**config.mk**
```make
export PLATFORM = sky130hd
export DESIGN_NAME = display_brightness_fader_unit
export DESIGN_NICKNAME = d
export VERILOG_FILES = /design/src/sv/dbf_pkg.sv /design/src/sv/display_brightness_fader_unit.sv
export SDC_FILE = /design/constraint.sdc
export NUM_CORES = 1
export LEC_CHECK = 0
export BUFFER_PORTS_ARGS = -buffer_cell sky130_fd_sc_hd__buf_4
export CAP_MARGIN = 15
export CELL_PAD_IN_SITES_DETAIL_PLACEMENT = 0
export CELL_PAD_IN_SITES_GLOBAL_PLACEMENT = 1
export CORE_UTILIZATION = 46
export DETAILED_ROUTE_END_ITERATION = 8
export HOLD_SLACK_MARGIN = 0.1
export PLACE_DENSITY_LB_ADDON = 0.12
export SLEW_MARGIN = 20
export SYNTH_ARGS = -nofsm -noshare
export SYNTH_HDL_FRONTEND = slang
export SYNTH_SLANG_ARGS = --single-unit
```
**constraint.sdc**
```tcl
create_clock -name clk -period 4.2 [get_ports clk]
set_clock_uncertainty 0.15 [all_clocks]
set_input_delay 0.84 -clock clk [delete_from_list [all_inputs] [get_ports clk]]
set_output_delay 0.84 -clock clk [all_outputs]
set_load 0.01 [all_outputs]
```
**src/sv/dbf_pkg.sv**
```systemverilog
// Shared constants, types and step functions for the display brightness fader.
`default_nettype none

package dbf_pkg;

  // Event codes
  localparam logic [2:0] REQ_TICK   = 3'd0;
  localparam logic [2:0] REQ_ON     = 3'd1;
  localparam logic [2:0] REQ_OFF    = 3'd2;
  localparam logic [2:0] REQ_LEFT   = 3'd3;
  localparam logic [2:0] REQ_RIGHT  = 3'd4;
  localparam logic [2:0] REQ_BRIGHT = 3'd5;
  localparam logic [2:0] REQ_FADE   = 3'd6;
  localparam logic [2:0] REQ_STEADY = 3'd7;

  // Mode codes
  localparam logic [1:0] MODE_OFF  = 2'd0;
  localparam logic [1:0] MODE_ON   = 2'd1;
  localparam logic [1:0] MODE_DOWN = 2'd2;
  localparam logic [1:0] MODE_UP   = 2'd3;

  // Configuration register indexes
  localparam logic [1:0] CFG_FADE_MAX = 2'd0;
  localparam logic [1:0] CFG_FADE_MIN = 2'd1;

  // Reset values and step thresholds
  localparam logic [7:0] FADE_MAX_RST   = 8'd255;
  localparam logic [7:0] FADE_MIN_RST   = 8'd0;
  localparam logic [7:0] STEADY_RST     = 8'd127;
  localparam logic [7:0] FADE_LEVEL_RST = 8'd0;
  localparam logic [7:0] STEP_HI_TOP    = 8'd252;
  localparam logic [7:0] STEP_HI        = 8'd100;
  localparam logic [7:0] STEP_MID       = 8'd50;
  localparam logic [7:0] LEVEL_FULL     = 8'd255;

  // One result item
  typedef struct packed {
    logic       level_write;
    logic [7:0] level;
    logic       digit_write;
    logic       digit_pos;
    logic [7:0] digit_char;
    logic       at_high;
    logic       at_low;
    logic       error;
  } result_t;

  // Upward fade step, saturating at full scale
  function automatic logic [7:0] step_up(input logic [7:0] lv);
    logic [8:0] sum;
    if (lv > STEP_HI && lv < STEP_HI_TOP) begin
      sum = {1'b0, lv} + 9'd4;
    end else if (lv > STEP_MID) begin
      sum = {1'b0, lv} + 9'd2;
    end else begin
      sum = {1'b0, lv} + 9'd1;
    end
    return sum[8] ? LEVEL_FULL : sum[7:0];
  endfunction

  // Downward fade step, stops at zero
  function automatic logic [7:0] step_down(input logic [7:0] lv);
    logic [7:0] res;
    if (lv > STEP_HI) begin
      res = lv - 8'd4;
    end else if (lv > STEP_MID) begin
      res = lv - 8'd2;
    end else if (lv != 8'd0) begin
      res = lv - 8'd1;
    end else begin
      res = lv;
    end
    return res;
  endfunction

endpackage

`default_nettype wire

```
**src/sv/display_brightness_fader_unit.sv**
```systemverilog
// Top level of the display brightness fader: event decode, state and result buffering.
`default_nettype none

// Channel   Direction  Handshake            Payload
// in        input      in_valid / in_stall  req_type, value
// out       output     out_valid/out_stall  level_write, level, digit_write, digit_pos,
//                                           digit_char, at_high, at_low, error
// cfg       input      cfg_valid/cfg_ready  cfg_index, cfg_data
//
// One event per cycle while in_stall is low; its result is registered in the output register or skid.
// The state update and result are one pass of logic from input to the output register.
// A two-entry output buffer (output register plus skid) lets an event in while a
// result waits; in_stall rises only when both entries are full.
// rst (synchronous) sets mode off, steady level 127, fade level 0, bounds 255 / 0.

module display_brightness_fader_unit (
  input  wire logic       clk,
  input  wire logic       rst,
  input  wire logic       in_valid,
  output      logic       in_stall,
  input  wire logic [2:0] req_type,
  input  wire logic [7:0] value,
  output      logic       out_valid,
  input  wire logic       out_stall,
  output      logic       level_write,
  output      logic [7:0] level,
  output      logic       digit_write,
  output      logic       digit_pos,
  output      logic [7:0] digit_char,
  output      logic       at_high,
  output      logic       at_low,
  output      logic       error,
  input  wire logic       cfg_valid,
  output      logic       cfg_ready,
  input  wire logic [1:0] cfg_index,
  input  wire logic [7:0] cfg_data
);

  logic [7:0] fade_max;
  logic [7:0] fade_min;
  logic [1:0] mode;
  logic [1:0] mode_next;
  logic [7:0] steady_level;
  logic [7:0] steady_level_next;
  logic [7:0] fade_level;
  logic [7:0] fade_level_next;

  dbf_pkg::result_t res;
  dbf_pkg::result_t out_reg;
  dbf_pkg::result_t skid;
  logic             skid_valid;
  logic             in_fire;
  logic             out_fire;
  logic             out_free;

  assign cfg_ready = 1'b1;
  assign in_stall  = skid_valid;
  assign in_fire   = in_valid & ~skid_valid;
  assign out_fire  = out_valid & ~out_stall;
  assign out_free  = ~out_valid | out_fire;

  // Configuration registers
  always_ff @(posedge clk) begin
    if (rst) begin
      fade_max <= dbf_pkg::FADE_MAX_RST;
      fade_min <= dbf_pkg::FADE_MIN_RST;
    end else if (cfg_valid) begin
      if (cfg_index == dbf_pkg::CFG_FADE_MAX) begin
        fade_max <= cfg_data;
      end else if (cfg_index == dbf_pkg::CFG_FADE_MIN) begin
        fade_min <= cfg_data;
      end
    end
  end

  // Event decode: next state and the result item
  always_comb begin
    mode_next         = mode;
    steady_level_next = steady_level;
    fade_level_next   = fade_level;
    res               = '0;
    if (mode == dbf_pkg::MODE_OFF) begin
      if (req_type == dbf_pkg::REQ_ON) begin
        mode_next = dbf_pkg::MODE_ON;
      end else if (req_type == dbf_pkg::REQ_LEFT || req_type == dbf_pkg::REQ_RIGHT ||
                   req_type == dbf_pkg::REQ_BRIGHT) begin
        res.error = 1'b1;
      end
    end else begin
      case (req_type)
        dbf_pkg::REQ_TICK: begin
          if (mode == dbf_pkg::MODE_UP) begin
            if (fade_level < fade_max) begin
              fade_level_next = dbf_pkg::step_up(fade_level);
              res.level_write = 1'b1;
              res.level       = fade_level_next;
            end else begin
              res.at_high = 1'b1;
              mode_next   = dbf_pkg::MODE_DOWN;
            end
          end else if (mode == dbf_pkg::MODE_DOWN) begin
            if (fade_level > fade_min) begin
              fade_level_next = dbf_pkg::step_down(fade_level);
              res.level_write = 1'b1;
              res.level       = fade_level_next;
            end else begin
              res.at_low = 1'b1;
              mode_next  = dbf_pkg::MODE_UP;
            end
          end
        end
        dbf_pkg::REQ_OFF: begin
          mode_next       = dbf_pkg::MODE_OFF;
          res.level_write = 1'b1;
        end
        dbf_pkg::REQ_LEFT, dbf_pkg::REQ_RIGHT: begin
          res.digit_write = 1'b1;
          res.digit_pos   = (req_type == dbf_pkg::REQ_RIGHT);
          res.digit_char  = value;
        end
        dbf_pkg::REQ_BRIGHT: begin
          steady_level_next = value;
          res.level_write   = 1'b1;
          res.level         = value;
        end
        dbf_pkg::REQ_FADE: begin
          fade_level_next = steady_level;
          res.error       = ~(fade_max > fade_min);
          mode_next       = dbf_pkg::MODE_DOWN;
        end
        dbf_pkg::REQ_STEADY: begin
          res.level_write = 1'b1;
          res.level       = steady_level;
          mode_next       = dbf_pkg::MODE_ON;
        end
        default: begin
          mode_next = mode;
        end
      endcase
    end
  end

  // State registers, updated on each input transfer
  always_ff @(posedge clk) begin
    if (rst) begin
      mode         <= dbf_pkg::MODE_OFF;
      steady_level <= dbf_pkg::STEADY_RST;
      fade_level   <= dbf_pkg::FADE_LEVEL_RST;
    end else if (in_fire) begin
      mode         <= mode_next;
      steady_level <= steady_level_next;
      fade_level   <= fade_level_next;
    end
  end

  // Output buffer control
  always_ff @(posedge clk) begin
    if (rst) begin
      out_valid  <= 1'b0;
      skid_valid <= 1'b0;
    end else if (out_free) begin
      if (skid_valid) begin
        out_valid  <= 1'b1;
        skid_valid <= 1'b0;
      end else begin
        out_valid <= in_fire;
      end
    end else if (in_fire) begin
      skid_valid <= 1'b1;
    end
  end

  // Output buffer payload
  always_ff @(posedge clk) begin
    if (out_free) begin
      if (skid_valid) begin
        out_reg <= skid;
      end else if (in_fire) begin
        out_reg <= res;
      end
    end else if (in_fire) begin
      skid <= res;
    end
  end

  assign level_write = out_reg.level_write;
  assign level       = out_reg.level;
  assign digit_write = out_reg.digit_write;
  assign digit_pos   = out_reg.digit_pos;
  assign digit_char  = out_reg.digit_char;
  assign at_high     = out_reg.at_high;
  assign at_low      = out_reg.at_low;
  assign error       = out_reg.error;

endmodule

`default_nettype wire

```
==> results of run 1 <==
cell type report:
cell class	count	share of cell area (%)
inverters	32	1.981
multi-input cells	418	48.53
clock inverters	7	1.403
repair buffers	63	7.800
flip-flops and latches	80	33.68
clock buffers	9	3.714
well taps	140	2.889
metal layers:
layer / vias to the layer above / part of all wire (%)
li1: 2169 / -
met1: 2174 / 46
met2: 113 / 48
met3: 27 / 3.9
met4: 0 / 2.4
met5: - / 0
worst paths after layout:
path                                     from           to  slack, ps
worst max-delay path            fade_level[3]     level[2]        710
worst min-delay path              fade_min[2]  fade_min[2]        360
worst max register to register  fade_level[3]     level[2]        710
worst min register to register    fade_min[2]  fade_min[2]        360
sequential cells by signal (all words and copies together) (netlist names), 2 cells and up:
signal and cells:
digit_char 8, fade_level 8, fade_max 8, fade_min 8
level 8, mode 2, skid 22, steady_level 8
report_power, final:
group | internal, mW | switching, mW
registers | 0.850 | 0.0107
logic | 0.0811 | 0.109
clock network | 0.473 | 0.352
total | 1.40 | 0.473
worst max-delay path: cells and delay by family, from the launching register on:
kind            cells  cell delay (ps)
flops               1              520
compound gates      6             2000
fa+ha+maj           1              320
buf+inv             1              210
cell families (layout without fill, tap and decap cells):
group,count (synthesis),after routing,share of synthesized area (%)
simple gates,185,185,17.56
mux,39,39,7.906
flops,80,80,39.10
fa+ha+maj,36,36,8.625
xor+xnor,5,5,0.8385
other cells,1,1,0.07180
buf+inv,64,111,4.768
compound gates,152,152,21.13
cell usage after synthesis (all sizes together), types with 4 or more instances:
library cell | n | area [µm²]
nor2 | 65 | 244.0
o21ai | 28 | 140.1
dfxtp | 36 | 720.7
xnor2 | 5 | 43.79
nor3 | 11 | 55.05
buf | 8 | 38.79
clkbuf | 24 | 90.09
a31oi | 5 | 31.28
a21o | 4 | 30.03
o31ai | 10 | 80.07
edfxtp | 44 | 1321
a221oi | 6 | 58.80
a211oi | 5 | 37.54
mux2i | 21 | 210.2
nand4 | 8 | 50.05
a211o | 18 | 157.7
inv | 31 | 116.4
o21a | 4 | 30.03
o31a | 4 | 35.03
mux2 | 18 | 202.7
nand2 | 33 | 123.9
and3 | 5 | 31.28
nor2b | 15 | 93.84
ha | 36 | 450.4
nand3 | 11 | 55.05
and2 | 11 | 71.32
or3 | 4 | 25.02
or2 | 5 | 31.28
a21oi | 30 | 150.1
stage by stage:
step	util [%]	hold slack, ps	total power [mW]	cell area (µm²)
2_1_floorplan	-	313.4	0.9911	5223
3_3_place_gp	52.61	327.5	1.065	5753
3_5_place_dp	52.61	348.9	1.068	5753
4_1_cts	55.45	364.8	1.888	6063
5_1_grt	55.45	389.9	1.942	6063
6_report	55.45	357.2	1.877	6063
==> flow_summary.yaml, run 1 <==
route:
  drtPass1Iterations: 4
  vias: 4483
  avgViaCountPerCell: 5.985
  drtIter0Drc: 291
  drc: 0
  wire_per_inst_um: 19.80
  ant_nets: 0
  finalWirelength_um: 14830
floorplan:
  die-area_um2: 11780
  fp.coreArea_um2: 10940
  io_pins: 51
  fp-row-count: 38
  initial_core_util_pct: 47.76
  die_width_um: 108.6
  die-height_um: 108.6
grt:
  grt_use_met1_pct: 34.29
  grt_overflow: 0
  grt_pass1_wl_um: 23700
  grtUsageMet2_pct: 44.58
  grt_use_met3_pct: 4.099
  grt_pass1_vias: 4432
  antenna_found_initial: 0
  track_usage_pct: 26.72
  grt.busiest_layer: "met2"
  grt_max_degree: 42
clocking:
  path_clk_slew_ps: 70
  clk_latency_ps: 350
  hold_buffers: 0
  cts_buffers: 9
  postCtsSetupRepairBufs: 0
  cts_sinks: 80
  cts_resized: 0
  clockBufferDepth: 2
  cts_tree: "done"
  ctsHtreeMaxLevel: 3
  cts-root-buf: "clkbuf_16"
yosys:
  synth_edf_count: 44
  synth_nets: 624
  syn_inst: 562
  async_reset_ff_share_pct: 0
  netlist_area_um2: 5223
  ys_seq_elements: 80
  ys_warn_count: 0
  syn_avg_cell_area_um2: 9.293
  ys_types: 73
  synth-seq-area-share_pct: 39.10
  synth_top_flop_cell: "edfxtp_1"
placement:
  dp.final_hpwl_um: 10900
  dp_cells: 733
  io_buffers: 49
  pre_cts_slack_ps: 794.6
  place.gp.congestion: 0.9606
timing:
  min_period_ps: 3495
  tightest_slew_ps: 935.4
  rsz0062_at_grt: "false"
  fin_setup_tns_ps: 0
  period_share_pct: 83.21
  fin_ws_ps: 705.4
  drv_slew: 0
  fmax_mhz: 286.2
  max_slew_margin_pct: 37.37
  hold_viol: 0
  setup_viol: 0
worst_setup_path:
  path_cells: "inv_1 -> ha_1 -> a21boi_2 -> o31a_1 -> a311oi_1 -> o22ai_1 -> a221oi_1 -> o21ai_0"
  cpMaxStageDelayCell: "a221oi_1"
  crit_type: "reg -> reg"
  crit_required_ps: 4100
  crit_path_max_incr_delay_ps: 560
  start_kind: "flop"
  crit_arrival_ps: 3400
  crit_fanout: 10
  ff2ff_path_depth: 8
  crit_path_end_kind: "flop"
finish:
  area_growth_pct: 16.10
  seq_area_um2: 2042
  drive_above_1_share_pct: 19.21
  diodes: 0
  final_cells: 749
  fillers: 1039
  nets: 666
  final_cell_mix: "nor2_1, buf_4, edfxtp_1"
  final_common_cell: "nor2_1"
  multi_input_area_um2: 2943
pwr:
  powerDensity_nw_per_um2: 309.6
  p_leak_nw: 2.520
  vdd_drop_max_mv: 0.2157
hold_path:
  hold_path_depth: 2
  min_path_type: "reg -> reg"
outcome:
  status: "finished, final reports clean"
run:
  drv_cap: 0
No activity file was read; power rests on OpenSTA's default activity.
==> run 2, diff against run 1 <==
==> constraint.sdc (replaced) <==
create_clock -name clk -period 3.5 [get_ports clk]
set_clock_uncertainty 0.15 [all_clocks]
set_input_delay 0.7 -clock clk [delete_from_list [all_inputs] [get_ports clk]]
set_output_delay 0.7 -clock clk [all_outputs]
set_load 0.01 [all_outputs]
==> run 2 against run 1 <==
Combinational power grew 20%. Via count rose by 2.3%. Routed wire length grew 0.58%. Sequential share of layout area shrank 0.32 points. Largest cell class unchanged. Largest power group unchanged. Highest routed layer unchanged.
==> flow_summary.yaml, run 2 (same netlist as run 1, synthesis figures left out) <==
worst_setup_path:
  worst_path_most_repeated_cell: "a21oi_1"
  crit_path_end_kind: "flop"
  path_cells: "buf_4 -> and2_1 -> nand3_1 -> a21bo_2 -> a21oi_1 -> mux2_2 -> a21oi_1 -> o21ai_0"
  crit_type: "reg -> reg"
  crit_arrival_ps: 3150
  crit_required_ps: 3430
  worst-path-buf-inv: 1
  crit_fanout: 14
  crit_path_max_incr_delay_ps: 700
  path_delay_family: "compound AO/OA/AOI/OAI gates"
  cpMaxStageDelayCell: "dfxtp_1"
  start_kind: "flop"
timing:
  setup_viol: 0
  fmax_mhz: 310.9
  drv_slew: 0
  whs_ps: 344.8
  max_slew_margin_pct: 34.45
  rsz0062_at_grt: "false"
  hold_viol: 0
  fin_setup_tns_ps: 0
  min_period_ps: 3216
  period_share_pct: 91.90
  tightest_slew_ps: 978.9
  fin_ws_ps: 283.5
grt:
  track_usage_pct: 27.20
  antenna_found_initial: 0
  grt_max_degree: 42
  grt_pass1_vias: 4491
  grt_pass1_wl_um: 23980
  grt_overflow: 0
placement:
  place.gp.congestion: 0.9534
  io_buffers: 49
  dp.final_hpwl_um: 11120
  pre_cts_slack_ps: 279.1
floorplan:
  die-height_um: 108.6
  initial_core_util_pct: 47.76
  fp-row-count: 38
  fp.coreArea_um2: 10940
  die-area_um2: 11780
  io_pins: 51
  die_width_um: 108.6
clocking:
  path_clk_slew_ps: 70
  clk_latency_ps: 350
  hold_buffers: 0
  cts-root-buf: "clkbuf_16"
  cts_buffers: 9
  cts_tree: "done"
  clockBufferDepth: 2
  cts_sinks: 80
  ctsHtreeMaxLevel: 3
  postCtsSetupRepairBufs: 0
pwr:
  finalPower_mw: 2.232
  powerDensity_nw_per_um2: 364.5
  vdd_drop_max_mv: 0.2789
  p_leak_nw: 2.571
finish:
  final_cell_mix: "buf_4, nor2_1, edfxtp_1"
  drive_above_1_share_pct: 20.55
  largest_register: "skid"
  largest_reg_flops: 22
  nets: 675
  final_util_pct: 56.01
  diodes: 0
  final_common_cell: "buf_4"
  area_growth_pct: 17.27
hold_path:
  min_path_type: "reg -> reg"
route:
  vias: 4584
  drtPass1Iterations: 5
  avgViaCountPerCell: 6.047
  finalWirelength_um: 14920
  wire_per_inst_um: 19.68
  ant_nets: 0
  drc: 0
  drtIter0Drc: 283
run:
  drv_cap: 0
outcome:
  status: "finished, final reports clean"
## run 2: cell count changes in the layout (fill, tap and decap cells not counted), sizes merged
cell | previous run | this run
buf | 63 | 72
clkinv | 1 | 4
clkinvlp | 2 | 0
inv | 35 | 34
## run 2: worst paths after layout
kind                 startpoint           to  slack (ps)  depth (start not counted)
hold reg to reg     fade_min[2]  fade_min[2]         340                          2
setup / recovery  fade_level[4]     level[5]         280                          8
setup reg to reg  fade_level[4]     level[5]         280                          8
hold / removal      fade_min[2]  fade_min[2]         340                          2
## run 2: cell type report
cell class / instances / area (µm²)
fillers: 1014 / 4811
multi-input cells: 418 / 2943
flip-flops and latches: 80 / 2043
repair buffers: 72 / 540.5
clock buffers: 9 / 225.2
well taps: 140 / 175.2
inverters: 32 / 120.1
clock inverters: 7 / 77.57
## run 2: what timing repair did
action                                 CTS  global route
endpoints found under the hold margin    0             0
setup endpoints to repair                0             1
resized for setup                        0             1
## run 2: tightest hold or removal path: stages (launching register included)
cell     delay [ps]
dfxtp_1         330
mux2i_1          70
nor2_1           70
## run 2: stage by stage
stage               cell area (µm²)  instances
finish                         6125        758
global route                   6125        758
detailed placement             5821        742
floorplan                      5223        562
CTS                            6123        758
global placement               5821        742
## run 2: metal layers
layer | global-route usage (%) | vias to the layer above | routed length, µm | share of wire, %
li1 | - | 2195 | - | -
met1 | 34.96 | 2178 | 6521 | 44
met2 | 43.31 | 174 | 6936 | 47
met3 | 6.209 | 37 | 1006 | 6.7
met4 | 12.36 | 0 | 451 | 3.0
met5 | 0 | - | 0 | 0
## run 2: power by group
part           internal (mW)  switching, mW
clock                  0.561          0.409
sequential              1.02         0.0128
combinational         0.0979          0.131
total                   1.68          0.553
==> run 3, diff against run 2 <==
==> constraint.sdc (replaced) <==
create_clock -name clk -period 3.35 [get_ports clk]
set_clock_uncertainty 0.15 [all_clocks]
set_input_delay 0.67 -clock clk [delete_from_list [all_inputs] [get_ports clk]]
set_output_delay 0.67 -clock clk [all_outputs]
set_load 0.01 [all_outputs]
==> run 3 against run 2 <==
Utilization up 0.057 points. Setup slack worse by 160 ps. Combinational power is 5% higher. Sequential cell count did not move. Via count down 0.41%. Die area did not move. Non-clock buffer count is 5 higher. Hold slack improved by 6.6 ps. Final cell count is 0.66% higher. Count of clock-buffer cells in the layout up 2. First-iteration DRC count rose by 27%. Critical path type unchanged.
==> flow_summary.yaml, run 3 (same netlist as run 1, synthesis figures left out) <==
outcome:
  status: "finished, final reports clean"
route:
  drtIter0Drc: 360
  finalWirelength_um: 14970
  vias: 4565
  drc: 0
  drtPass1Iterations: 5
  ant_nets: 0
  avgViaCountPerCell: 5.983
  wire_per_inst_um: 19.62
clocking:
  clk_latency_ps: 340
  cts_buffers: 9
  hold_buffers: 0
  clockBufferDepth: 2
  cts_tree: "done"
  postCtsSetupRepairBufs: 0
  cts-root-buf: "clkbuf_16"
  cts_sinks: 80
  ctsHtreeMaxLevel: 3
  path_clk_slew_ps: 70
  cts_resized: 0
floorplan:
  initial_core_util_pct: 47.76
  io_pins: 51
  fp.coreArea_um2: 10940
  die-height_um: 108.6
  die-area_um2: 11780
  fp-row-count: 38
  die_width_um: 108.6
finish:
  final_cell_mix: "buf_4, nor2_1, edfxtp_1"
  diodes: 0
  largest_register: "skid"
  nets: 680
  largest_reg_flops: 22
  final_cells: 763
  final_common_cell: "buf_4"
  final_util_pct: 56.06
  drive_above_1_share_pct: 20.71
  fillers: 995
  area_growth_pct: 17.39
grt:
  track_usage_pct: 26.89
  grt_overflow: 0
  grt.busiest_layer: "met2"
  grt_use_met3_pct: 5.244
  antenna_found_initial: 0
  grt_max_degree: 42
  grt_pass1_vias: 4511
  grtUsageMet2_pct: 44.71
  grt_use_met1_pct: 33.10
  grt_pass1_wl_um: 23680
pwr:
  finalPower_mw: 2.241
  p_leak_nw: 2.572
  powerDensity_nw_per_um2: 365.6
  vdd_drop_max_mv: 0.3535
timing:
  fmax_mhz: 310.0
  fin_setup_tns_ps: 0
  tightest_slew_ps: 910.0
  max_slew_margin_pct: 39.07
  min_period_ps: 3226
  hold_viol: 0
  setup_viol: 0
  period_share_pct: 96.30
  drv_slew: 0
  rsz0062_at_grt: "false"
  fin_ws_ps: 124.1
worst_setup_path:
  crit_type: "reg -> reg"
  crit_path_end_kind: "flop"
  start_kind: "flop"
  crit_required_ps: 3290
  crit_fanout: 18
  crit_arrival_ps: 3170
hold_path:
  min_path_type: "reg -> reg"
placement:
  place.gp.congestion: 0.9095
  dp.final_hpwl_um: 11410
  pre_cts_slack_ps: 138.1
  dp_cells: 747
  io_buffers: 49
run:
  drv_cap: 0
## run 3: layout make-up
class / count / area (µm²) / share of cell area [%]
clock buffer: 11 / 232.7 / 3.796
timing repair buffer: 77 / 578.1 / 9.429
inverter: 32 / 120.1 / 1.959
sequential: 80 / 2042 / 33.31
clock inverter: 5 / 40.04 / 0.6531
multi-input combinational: 418 / 2943 / 48.00
tap: 140 / 175.2 / 2.857
## run 3: critical path: stages, from the launching register on
cell and delay, ps:
dfxtp_1 520, or4_4 630, or2_0 350, and2_4 230
a211o_1 330, a41oi_1 300, o31ai_1 170, mux2_2 290
## run 3: power breakdown
part / leakage (nW) / switching (mW) / internal [mW]
sequential: 0.731 / 0.0140 / 1.07
combinational: 1.71 / 0.137 / 0.103
clock: 0.134 / 0.412 / 0.509
total: 2.57 / 0.563 / 1.68
## run 3: per-layer routing
layer / vias up / share of wire [%]
met5: - / 0
met4: 0 / 3.7
met3: 36 / 5.1
met2: 147 / 47
met1: 2176 / 44
li1: 2206 / -
## run 3: worst paths after layout
kind,start,depth (start not counted),end,slack [ps]
hold / removal,fade_min[6],2,fade_min[6],350
setup / recovery,fade_level[4],7,level[4],120
setup reg to reg,fade_level[4],7,level[4],120
hold reg to reg,fade_min[6],2,fade_min[6],350
## run 3: metrics by stage
step	area (µm²)	hold slack [ps]
after detailed placement	5858	337.5
after global routing	6131	386.5
after CTS	6131	353.9
after floorplan	5223	313.4
after global placement	5858	328.4
final	6131	351.4
